## src/rtl/lru_result_cache_assert.svh

```systemverilog
// assertion helpers for the lru result cache
`ifndef LRU_RESULT_CACHE_ASSERT_SVH
`define LRU_RESULT_CACHE_ASSERT_SVH

`ifndef SYNTHESIS

// checked only while out of reset
`define LRC_ASSERT_RST(lbl, clk, rst_n, prop, msg) \
    lbl: assert property (@(posedge clk) disable iff (!rst_n) (prop)) else $error(msg);

// checked at every edge, reset included
`define LRC_ASSERT_ALWAYS(lbl, clk, prop, msg) \
    lbl: assert property (@(posedge clk) (prop)) else $error(msg);

`else

`define LRC_ASSERT_RST(lbl, clk, rst_n, prop, msg)
`define LRC_ASSERT_ALWAYS(lbl, clk, prop, msg)

`endif

`endif

```

## src/rtl/lrc_pkg.sv

```systemverilog
package lrc_pkg;

    localparam int ENTRIES_DEF    = 16;
    localparam int KEY_BITS_DEF   = 64;
    localparam int VALUE_BITS_DEF = 32;

    localparam int               CAP_BITS  = 5;
    localparam logic [CAP_BITS-1:0] CAP_RESET = 5'd16;

    typedef enum logic [1:0] {
        MODE_LOOKUP = 2'd0,
        MODE_INSERT = 2'd1,
        MODE_CLEAR  = 2'd2
    } t_mode;

    typedef struct packed {
        logic  valid;
        t_mode mode;
    } t_req_ctl;

endpackage

```

## src/rtl/lrc_req_reg.sv

```systemverilog
module lrc_req_reg #(
    parameter int KEY_BITS   = lrc_pkg::KEY_BITS_DEF,
    parameter int VALUE_BITS = lrc_pkg::VALUE_BITS_DEF
) (
    input  logic                  i_clk,
    input  logic                  i_rst_n,
    input  logic                  i_accept,
    input  logic [1:0]            i_mode,
    input  logic [KEY_BITS-1:0]   i_key,
    input  logic [VALUE_BITS-1:0] i_value,
    output lrc_pkg::t_req_ctl     o_req,
    output logic [KEY_BITS-1:0]   o_key,
    output logic [VALUE_BITS-1:0] o_value
);
    import lrc_pkg::*;

    t_req_ctl              r_req;
    logic [KEY_BITS-1:0]   r_key;
    logic [VALUE_BITS-1:0] r_value;

    always_ff @(posedge i_clk) begin
        if (!i_rst_n) begin
            r_req <= '0;
        end else begin
            r_req.valid <= i_accept;
            if (i_accept) begin
                r_req.mode <= t_mode'(i_mode);
            end
        end
    end

    always_ff @(posedge i_clk) begin
        if (i_accept) begin
            r_key   <= i_key;
            r_value <= i_value;
        end
    end

    assign o_req   = r_req;
    assign o_key   = r_key;
    assign o_value = r_value;

endmodule

```

## src/rtl/lrc_core.sv

```systemverilog
module lrc_core #(
    parameter int ENTRIES    = lrc_pkg::ENTRIES_DEF,
    parameter int KEY_BITS   = lrc_pkg::KEY_BITS_DEF,
    parameter int VALUE_BITS = lrc_pkg::VALUE_BITS_DEF
) (
    input  logic                         i_clk,
    input  logic                         i_rst_n,
    input  lrc_pkg::t_req_ctl            i_req,
    input  logic [KEY_BITS-1:0]          i_key,
    input  logic [VALUE_BITS-1:0]        i_value,
    input  logic [lrc_pkg::CAP_BITS-1:0] i_capacity,
    output logic                         o_hit,
    output logic [VALUE_BITS-1:0]        o_value
);
    import lrc_pkg::*;

    localparam int RW   = (ENTRIES > 1) ? $clog2(ENTRIES) : 1;
    localparam int CW   = $clog2(ENTRIES + 1);
    localparam int CAPW = (CAP_BITS > CW) ? CAP_BITS : CW;

    logic [ENTRIES-1:0]                 r_valid, n_valid;
    logic [ENTRIES-1:0][RW-1:0]         r_rank, n_rank;
    logic [CW-1:0]                      r_count, n_count;
    logic [ENTRIES-1:0][KEY_BITS-1:0]   r_keys, n_keys;
    logic [ENTRIES-1:0][VALUE_BITS-1:0] r_vals, n_vals;

    logic [ENTRIES-1:0]    hit_vec;
    logic                  found;
    logic [RW-1:0]         found_rank;
    logic [VALUE_BITS-1:0] found_val;
    logic [ENTRIES-1:0]    evict_vec;
    logic [ENTRIES-1:0]    kept;
    logic [ENTRIES-1:0]    free_vec;
    logic [ENTRIES-1:0]    slot_oh;
    logic [CAPW-1:0]       cap_ext;
    logic [CAPW-1:0]       cap_eff;
    logic                  evict;
    logic [RW-1:0]         last_rank;

    // tag compare across all entries, keys are unique among valid entries
    always_comb begin
        found_rank = '0;
        found_val  = '0;
        for (int i = 0; i < ENTRIES; i++) begin
            hit_vec[i] = r_valid[i] && (r_keys[i] == i_key);
            if (hit_vec[i]) begin
                found_rank = found_rank | r_rank[i];
                found_val  = found_val | r_vals[i];
            end
        end
        found = |hit_vec;
    end

    // victim is the valid entry of rank count-1
    always_comb begin
        cap_ext   = CAPW'(i_capacity);
        cap_eff   = (cap_ext > CAPW'(ENTRIES)) ? CAPW'(ENTRIES) : cap_ext;
        evict     = CAPW'(r_count) >= cap_eff;
        last_rank = RW'(r_count - CW'(1));
        for (int i = 0; i < ENTRIES; i++) begin
            evict_vec[i] = evict && r_valid[i] && (r_rank[i] == last_rank);
        end
        kept     = r_valid & ~evict_vec;
        free_vec = ~kept;
        slot_oh  = free_vec & (~free_vec + ENTRIES'(1));
    end

    always_comb begin
        n_valid = r_valid;
        n_rank  = r_rank;
        n_count = r_count;
        n_keys  = r_keys;
        n_vals  = r_vals;
        o_hit   = 1'b0;
        o_value = '0;
        if (i_req.valid) begin
            unique case (i_req.mode)
                MODE_LOOKUP, MODE_INSERT: begin
                    if (found) begin
                        o_hit = 1'b1;
                        if (i_req.mode == MODE_LOOKUP) begin
                            o_value = found_val;
                        end
                        for (int i = 0; i < ENTRIES; i++) begin
                            if (r_valid[i] && (r_rank[i] < found_rank)) begin
                                n_rank[i] = r_rank[i] + RW'(1);
                            end
                            if (hit_vec[i]) begin
                                n_rank[i] = '0;
                                if (i_req.mode == MODE_INSERT) begin
                                    n_vals[i] = i_value;
                                end
                            end
                        end
                    end else if (i_req.mode == MODE_INSERT &&
                                 !(evict && (r_count == '0))) begin
                        n_valid = kept | slot_oh;
                        if (!evict) begin
                            n_count = r_count + CW'(1);
                        end
                        for (int i = 0; i < ENTRIES; i++) begin
                            if (kept[i]) begin
                                n_rank[i] = r_rank[i] + RW'(1);
                            end
                            if (slot_oh[i]) begin
                                n_rank[i] = '0;
                                n_keys[i] = i_key;
                                n_vals[i] = i_value;
                            end
                        end
                    end
                end
                MODE_CLEAR: begin
                    n_valid = '0;
                    n_count = '0;
                end
                default: begin
                end
            endcase
        end
    end

    always_ff @(posedge i_clk) begin
        if (!i_rst_n) begin
            r_valid <= '0;
            r_rank  <= '0;
            r_count <= '0;
        end else begin
            r_valid <= n_valid;
            r_rank  <= n_rank;
            r_count <= n_count;
        end
    end

    always_ff @(posedge i_clk) begin
        r_keys <= n_keys;
        r_vals <= n_vals;
    end

endmodule

```

## src/rtl/lru_result_cache.sv

```systemverilog
// fully associative lru cache of key tags and value handles
// request channel: drive start with i_mode, i_key and i_value_in; a transaction
//   is taken at a clock edge with start high and busy low. busy stays low, so a
//   new request may be issued in every cycle.
// modes: lookup, insert or update, clear all entries; other codes do nothing
//   but still return a result with hit and value clear.
// result channel: o_strobe is high for one cycle with o_hit and o_value_out;
//   the receiver cannot stall, so a result must be taken when shown.
// a request passes through the request register, then through the tag compare
//   and rank update into the result register. throughput is one request per
//   cycle; the next request sees the state left by the one before.
// capacity is set through i_cfg_we / i_cfg_wdata while no request is in flight;
//   values above the entry count saturate to it.
// reset (synchronous, active low) empties the cache, sets capacity to 16 and
//   drops any request in flight. no clearing pass is needed.
`include "lru_result_cache_assert.svh"

module lru_result_cache #(
    parameter int ENTRIES    = lrc_pkg::ENTRIES_DEF,
    parameter int KEY_BITS   = lrc_pkg::KEY_BITS_DEF,
    parameter int VALUE_BITS = lrc_pkg::VALUE_BITS_DEF
) (
    input  logic                         i_clk,
    input  logic                         i_rst_n,
    input  logic                         start,
    output logic                         busy,
    input  logic [1:0]                   i_mode,
    input  logic [KEY_BITS-1:0]          i_key,
    input  logic [VALUE_BITS-1:0]        i_value_in,
    input  logic                         i_cfg_we,
    input  logic [lrc_pkg::CAP_BITS-1:0] i_cfg_wdata,
    output logic                         o_strobe,
    output logic                         o_hit,
    output logic [VALUE_BITS-1:0]        o_value_out
);
    import lrc_pkg::*;

    logic                  accept;
    t_req_ctl              req;
    logic [KEY_BITS-1:0]   req_key;
    logic [VALUE_BITS-1:0] req_value;
    logic                  core_hit;
    logic [VALUE_BITS-1:0] core_value;

    logic [CAP_BITS-1:0]   r_capacity;
    logic                  r_strobe;
    logic                  r_hit;
    logic [VALUE_BITS-1:0] r_value;

    assign busy   = 1'b0;
    assign accept = start && !busy;

    always_ff @(posedge i_clk) begin
        if (!i_rst_n) begin
            r_capacity <= CAP_RESET;
        end else if (i_cfg_we) begin
            r_capacity <= i_cfg_wdata;
        end
    end

    lrc_req_reg #(
        .KEY_BITS   (KEY_BITS),
        .VALUE_BITS (VALUE_BITS)
    ) u_req_reg (
        .i_clk    (i_clk),
        .i_rst_n  (i_rst_n),
        .i_accept (accept),
        .i_mode   (i_mode),
        .i_key    (i_key),
        .i_value  (i_value_in),
        .o_req    (req),
        .o_key    (req_key),
        .o_value  (req_value)
    );

    lrc_core #(
        .ENTRIES    (ENTRIES),
        .KEY_BITS   (KEY_BITS),
        .VALUE_BITS (VALUE_BITS)
    ) u_core (
        .i_clk      (i_clk),
        .i_rst_n    (i_rst_n),
        .i_req      (req),
        .i_key      (req_key),
        .i_value    (req_value),
        .i_capacity (r_capacity),
        .o_hit      (core_hit),
        .o_value    (core_value)
    );

    always_ff @(posedge i_clk) begin
        if (!i_rst_n) begin
            r_strobe <= 1'b0;
        end else begin
            r_strobe <= req.valid;
        end
    end

    always_ff @(posedge i_clk) begin
        r_hit   <= core_hit;
        r_value <= core_value;
    end

    assign o_strobe    = r_strobe;
    assign o_hit       = r_strobe && r_hit;
    assign o_value_out = r_strobe ? r_value : '0;

    `LRC_ASSERT_ALWAYS(a_strobe_follows_req, i_clk,
        $past(i_rst_n) |-> (o_strobe == $past(req.valid)),
        "result strobe without a registered request")
    `LRC_ASSERT_RST(a_value_needs_lookup_hit, i_clk, i_rst_n,
        (o_value_out != '0) |-> (o_hit && $past(req.mode == MODE_LOOKUP)),
        "nonzero value without a lookup hit")
    `LRC_ASSERT_ALWAYS(a_hit_needs_strobe, i_clk, o_hit |-> o_strobe,
        "hit shown outside a result")

endmodule

```

## config.mk

```make
export PLATFORM = sky130hd
export DESIGN_NAME = lru_result_cache
export DESIGN_NICKNAME = d
export VERILOG_FILES = /design/src/rtl/lrc_pkg.sv /design/src/rtl/lrc_req_reg.sv /design/src/rtl/lrc_core.sv /design/src/rtl/lru_result_cache.sv
export VERILOG_INCLUDE_DIRS = /design/src /design/src/rtl
export SDC_FILE = /design/constraint.sdc
export NUM_CORES = 2
export LEC_CHECK = 0
export ABC_AREA = 0
export BUFFER_PORTS_ARGS = -buffer_cell sky130_fd_sc_hd__buf_2
export CELL_PAD_IN_SITES_DETAIL_PLACEMENT = 2
export CELL_PAD_IN_SITES_GLOBAL_PLACEMENT = 2
export CORE_MARGIN = 2
export CORE_UTILIZATION = 48
export CTS_BUF_LIST = sky130_fd_sc_hd__clkbuf_4
export DETAILED_ROUTE_END_ITERATION = 12
export PLACE_DENSITY_LB_ADDON = 0.25
export SYNTH_ARGS = -nofsm -noshare
export SYNTH_HDL_FRONTEND = slang
export SYNTH_SLANG_ARGS = --single-unit
```

## constraint.sdc

```tcl
create_clock -name i_clk -period 12.2 [get_ports i_clk]
set_input_delay 0.61 -clock i_clk [delete_from_list [all_inputs] [get_ports i_clk]]
set_output_delay 0.61 -clock i_clk [all_outputs]
set_load 0.01 [all_outputs]
```

==> run summary, run 1 <==
================================================================================
Share of async-settable or async-resettable flops after synthesis .           0%
Average cell area after synthesis .................................    15.2 um^2
Sink Count ........................................................        1,759
Flip-flop and latch count after synthesis .........................        1,759
Post-CTS Setup Bufs ...............................................            0
First Err ......................................................... [ERROR DPL-0033] detailed placement checks failed during check placement.
PortBufs ..........................................................          140
Netlist area before placement .....................................  73,500 um^2
Number of buffers added by the clock tree synthesis step ..........          468
Hold buffer count at cts ..........................................          210
Cell accounting for the most synthesized area .....................     edfxtp_1
Result of the run ................................................. did not finish
Std cell rows .....................................................          143
Clock Tree Root ...................................................     clkbuf_4
Post-detail-place hpwl ............................................       188 mm
IO Count ..........................................................          142
Number of resized instances in the post-cts repair step ...........            0
Top cells by area, synth .......................................... edfxtp_1 67%, xnor2_1 5.8%, xor2_1 4.7%
Gate count after technology mapping ...............................        4,847
H-tree depth reported by CTS ......................................            5
Number of nets in the synthesized netlist .........................        5,026
Buffer levels on the longest clock path ...........................            4
Post-synth EDFFs ..................................................        1,632
Initial Utilization ...............................................        48.4%
Number of unique standard cell types used by synthesis ............           82
Flip-flop cell with the highest count after synthesis .............     edfxtp_1
Seq/Total Area, Yosys .............................................        70.2%
Floorplan die height ..............................................       395 um
Stage where the run ended ......................................... clock tree synthesis
Ys Warns ..........................................................            0
Placer congestion estimate ........................................        0.933
Overall die width .................................................       395 um
Top cell type's share of synthesized area .........................        66.7%
================================================================================
==> synth_stat cells, types with 15 or more instances <==
master     instances
ha_1              72
nor3_1            52
a21boi_0          17
and3_1            47
a31oi_1           47
o2111ai_1         43
nor4_1           142
dfxtp_1          127
nand2_1           96
inv_1            116
o22ai_1           33
o21ai_0           44
buf_2            128
o221ai_1          15
o21a_1            34
edfxtp_1        1632
a221oi_1         110
a22oi_1           86
xor2_1           398
nand4_1          160
mux2i_1           15
nor2_1           127
xnor2_1          486
o211ai_1          32
nand2b_1         134
and2_1            55
o2bb2ai_1         34
a21oi_1           50
nand3_1           86
clkbuf_1          90
a22o_1           116
nor2b_1           42
==> metrics by stage <==
step	worst slack [ns]	cell area (um^2)	std cells	hold WS, ns	util, %
2_1_floorplan	3.61	73500	4847	0.468	-
3_5_place_dp	5.38	77200	6941	0.489	50.8
3_3_place_gp	5.34	77200	6940	0.490	50.8
==> cells by family after synthesis <==
group	share of synthesized area (%)
other	0.00510
AO/OA/AOI/OAI	7.72
multiplexers	0.235
XOR/XNOR	10.8
buffers and inverters	2.20
adder cells (fa/ha/maj)	1.23
AND/OR/NAND/NOR	7.71
flip-flops	70.2
==> run 2: changes to the inputs <==
- CELL_PAD_IN_SITES_DETAIL_PLACEMENT: 2 -> not set
- CELL_PAD_IN_SITES_GLOBAL_PLACEMENT: 2 -> not set
- CORE_UTILIZATION: 48 -> 40
- CTS_BUF_LIST: sky130_fd_sc_hd__clkbuf_4 -> not set
- PLACE_DENSITY_LB_ADDON: 0.25 -> 0.15
==> run summary, run 2 <==
========================================================================================
Sequential cell fraction of total power ...................................        51.9%
Post-placement cell area ..................................................  77,900 um^2   was 77,200 um^2
Maximum resistive drop on vdd .............................................     0.115 mV
Number of global-route vias before repair .................................       42,999
Net count of the finished layout ..........................................        5,396
Number of buffers added by the clock tree synthesis step ..................          187   was 468
Seq/Total Area, Yosys .....................................................        70.2%   unchanged
Overall die width .........................................................       433 um   was 395 um
Wire length per cell after detailed routing ...............................      30.5 um
Ys Warns ..................................................................            0   unchanged
Top cells by area, synth .................................................. edfxtp_1 67%, xnor2_1 5.8%, xor2_1 4.7%   unchanged
Worst flop-to-flop path startpoint ........................................ u_req_reg.o_key[36]$_DFFE_PP_
Sink Count ................................................................        1,759   unchanged
Top-count cell post-synth .................................................     edfxtp_1   unchanged
Final critical delay including setup and external delays ..................      6.47 ns
Max frequency .............................................................    0.155 GHz
H-tree depth reported by CTS ..............................................            4   was 5
Flip-flop and latch count after synthesis .................................        1,759   unchanged
Wire length of the first global-routing pass ..............................       334 mm
Clock Tree Root ...........................................................    clkbuf_16   was clkbuf_4
Remaining design rule violation count .....................................            0
Top cell type's share of synthesized area .................................        66.7%   unchanged
Switching power ...........................................................      3.00 mW
Largest net degree at the start of global routing .........................           86
Fin. max-slew vios ........................................................            0
Floorplan die height ......................................................       433 um   was 395 um
Number of inserted filler cells in the final layout .......................       15,969
GRT Residual Overflow .....................................................            0
Synthesis-to-layout area growth ...........................................        15.1%
Global-route usage over all layers ........................................        25.3%
Logic pwr share ...........................................................         5.9%
Number of flip-flops in the largest register ..............................        1,024
Number of unique standard cell types used by synthesis ....................           82   unchanged
Fin. Hold Viols ...........................................................            0
Result of the run .........................................................    completed   was did not finish
Core occupancy in the finished layout .....................................        46.3%
Clock Skews ...............................................................    0.0480 ns
Total vias in the final route .............................................       44,791
Placed instance count .....................................................        7,395   was 6,941
Switch share ..............................................................        23.2%
Commonest non-fill, non-tap cell in the layout ............................     edfxtp_1
Top reg by flops .......................................................... u_core.r_keys
Initial antenna violation count ...........................................           12
Clock insertion delay at the later pin of the skew report .................      0.84 ns
Total power ...............................................................      12.9 mW
Std cell rows .............................................................          157   was 143
Relative contribution of the clock network to total power .................        42.1%
Number of nets in the synthesized netlist .................................        5,026   unchanged
Avg Vias per Cell .........................................................         5.71
Worst hold-check slack ....................................................    0.0691 ns
Hold/Removal Path Class ...................................................    in -> reg
Crit share post-route .....................................................        53.0%
CTS tree ..................................................................          yes
Largest registers ......................................................... u_core.r_keys: 1024 flops, u_core.r_vals: 512 flops
Highest-count cells in the layout ignoring fill and taps .................. 1,632 x edfxtp_1, 485 x xnor2_1, 398 x xor2_1
Headroom to the max-slew limit ............................................        10.9%
Netlist area before placement .............................................  73,500 um^2   unchanged
Area of the placeable core ................................................ 183,000 um^2
Total of max-cap violations ...............................................            0
Total leakage power .......................................................      27.2 nW
Capture instance of the worst register-to-register path ................... u_core.r_rank[3]$_SDFFE_PN0P_
Post-detail-place hpwl ....................................................       143 mm   was 188 mm
Top cell by count, worst path .............................................        buf_4
Initial Utilization .......................................................        40.2%   was 48.4%
Gate count after technology mapping .......................................        4,847   unchanged
IO Count ..................................................................          142   unchanged
Placer congestion estimate ................................................        0.935   was 0.933
Total power divided by cell area ..........................................  153 nW/um^2
Least-Margin Pin Slew .....................................................      1.32 ns
End point of the critical path ............................................ u_core.r_rank[3]$_SDFFE_PN0P_
Startpoint type of the worst setup path ...................................     register
Cell count of the worst reg-to-reg path ...................................           20
Setup slack, reg-to-reg ...................................................      5.73 ns
Number of search-and-repair iterations in the first detailed-routing pass .            6
Number of resized instances in the post-cts repair step ...................            0   unchanged
Post-synth EDFFs ..........................................................        1,632   unchanged
Cell accounting for the most synthesized area .............................     edfxtp_1   unchanged
Die Footprint ............................................................. 187,000 um^2
Dpl ws ....................................................................      5.78 ns   was 5.38 ns
Share of async-settable or async-resettable flops after synthesis .........           0%   unchanged
Delay of the slowest cell on the worst path ...............................      0.96 ns
Crit Path Max Fanout ......................................................           39
ANT nets after route ......................................................            0
Final design instance area without fill ...................................  84,600 um^2
Internal ..................................................................      9.94 mW
RSZ-0062 raised after global routing ......................................           no
Clock Pin Slew Worst Setup and Hold Paths .................................      0.05 ns
Post-route setup slack ....................................................      5.73 ns
CP Capture Type ...........................................................     register
Average cell area after synthesis .........................................    15.2 um^2   unchanged
Critical path required time ...............................................     12.94 ns
Starting DRT DRC Count ....................................................        5,254
Critical setup path kind ..................................................   reg -> reg
CP cell instances ......................................................... buf_4, buf_4, xnor2_1, nand3_1, nor3_1, nand4_1, nor3_2, buf_4, a22oi_1, nand3_1, nor2_1, buf_4, ha_1, o21a_1, o21ai_0, a31oi_1, o211ai_1, o21ai_1, or3_1, a21oi_1
Buffer levels on the longest clock path ...................................            3   was 4
Worst endpoint data arrival time ..........................................      7.21 ns
Setup TNS .................................................................         0 ns
Critical Path Slowest Stage Cell ..........................................       nor3_1
Total wire length after detailed routing ..................................       239 mm
Worst setup path startpoint ............................................... u_req_reg.o_key[36]$_DFFE_PP_
Top cells by instance count after synthesis ............................... 1,632 x edfxtp_1, 486 x xnor2_1, 398 x xor2_1   unchanged
PortBufs ..................................................................          140   unchanged
Final setup fails .........................................................            0
Flip-flop cell with the highest count after synthesis .....................     edfxtp_1   unchanged
Proportion of layout cells with a drive suffix above 1 ....................        12.2%
Non-filler instance count after layout ....................................        7,838
========================================================================================
run 2: cell counts after synthesis:
No cell type changed its count.
run 2: power by group through the flow:
stage	Clock [mW]	Combinational [mW]	Sequential (mW)
finish	5.44	0.769	6.72
global route	5.77	0.803	6.72
CTS	5.55	0.771	6.72
detailed placement	0	0.745	6.84
global placement	0	0.743	6.84
floorplan	0	0.349	6.86
run 2: repair_timing:
action                                 CTS  global route
endpoints found under the hold margin   97             0
hold buffers                            97             0
buffers inserted                         0             0
setup endpoints to repair                0             0
run 2: cells by family (layout without fill, tap and decap cells):
kind of cell / Yosys count / count (layout) / share of synthesized area, %
compound gates: 735 / 735 / 7.72
flops: 1759 / 1759 / 70.2
buf+inv: 369 / 891 / 2.20
xor+xnor: 891 / 891 / 10.8
mux: 17 / 17 / 0.235
other cells: 1 / 6 / 0.00510
fa+ha+maj: 72 / 72 / 1.23
simple gates: 1003 / 1003 / 7.71
run 2: critical path: cells and delay by family, from the launching register on:
kind	cells	cell delay, ns
AOI/OAI and AO/OA	7	1.18
xor gates and xnor gates	1	0.18
buffers and inverters	4	1.78
and+or+nand+nor	7	2.59
adders and majority gates	1	0.28
DFF	1	0.32
run 2: how the worst min path moves through the flow:
| stage | from | end | slack (ns) | cells after the start |
|---|---|---|---|---|
| after detailed placement | r_capacity[0]$_SDFFE_PN0P_ | r_capacity[0]$_SDFFE_PN0P_ | 0.51 | 2 |
| after global routing | i_cfg_wdata[2] | r_capacity[2]$_SDFFE_PN0P_ | 0.06 | 3 |
| final | i_cfg_wdata[0] | r_capacity[0]$_SDFFE_PN0P_ | 0.07 | 3 |
| after floorplan | u_req_reg.o_req[2]$_SDFF_PN0_ | o_strobe$_SDFF_PN0_ | 0.47 | 1 |
| after global placement | u_req_reg.o_key[52]$_DFFE_PP_ | u_core.r_keys[884]$_DFFE_PP_ | 0.50 | 0 |
| after CTS | i_cfg_wdata[0] | r_capacity[0]$_SDFFE_PN0P_ | 0.004 | 3 |
run 2: area by class of cell:
class                   instances  area [um^2]  area share [%]
flip-flops and latches       1759        51500            60.9
multi-input cells            2719        20600            24.4
repair buffers                424         3090            3.66
inverters                     126          473           0.559
diodes                          5         12.5          0.0148
clock inverters                94          742           0.877
well taps                    2464         3080            3.64
clock buffers                 247         5030            5.94
run 2: layer usage:
layer | routed length [um] | GRT usage, %
met1 | 104000 | 35.8
met2 | 110000 | 40.0
met3 | 17900 | 4.07
met4 | 7360 | 7.86
met5 | 13 | 0
Note: power is estimated with default switching activity, not from simulation.
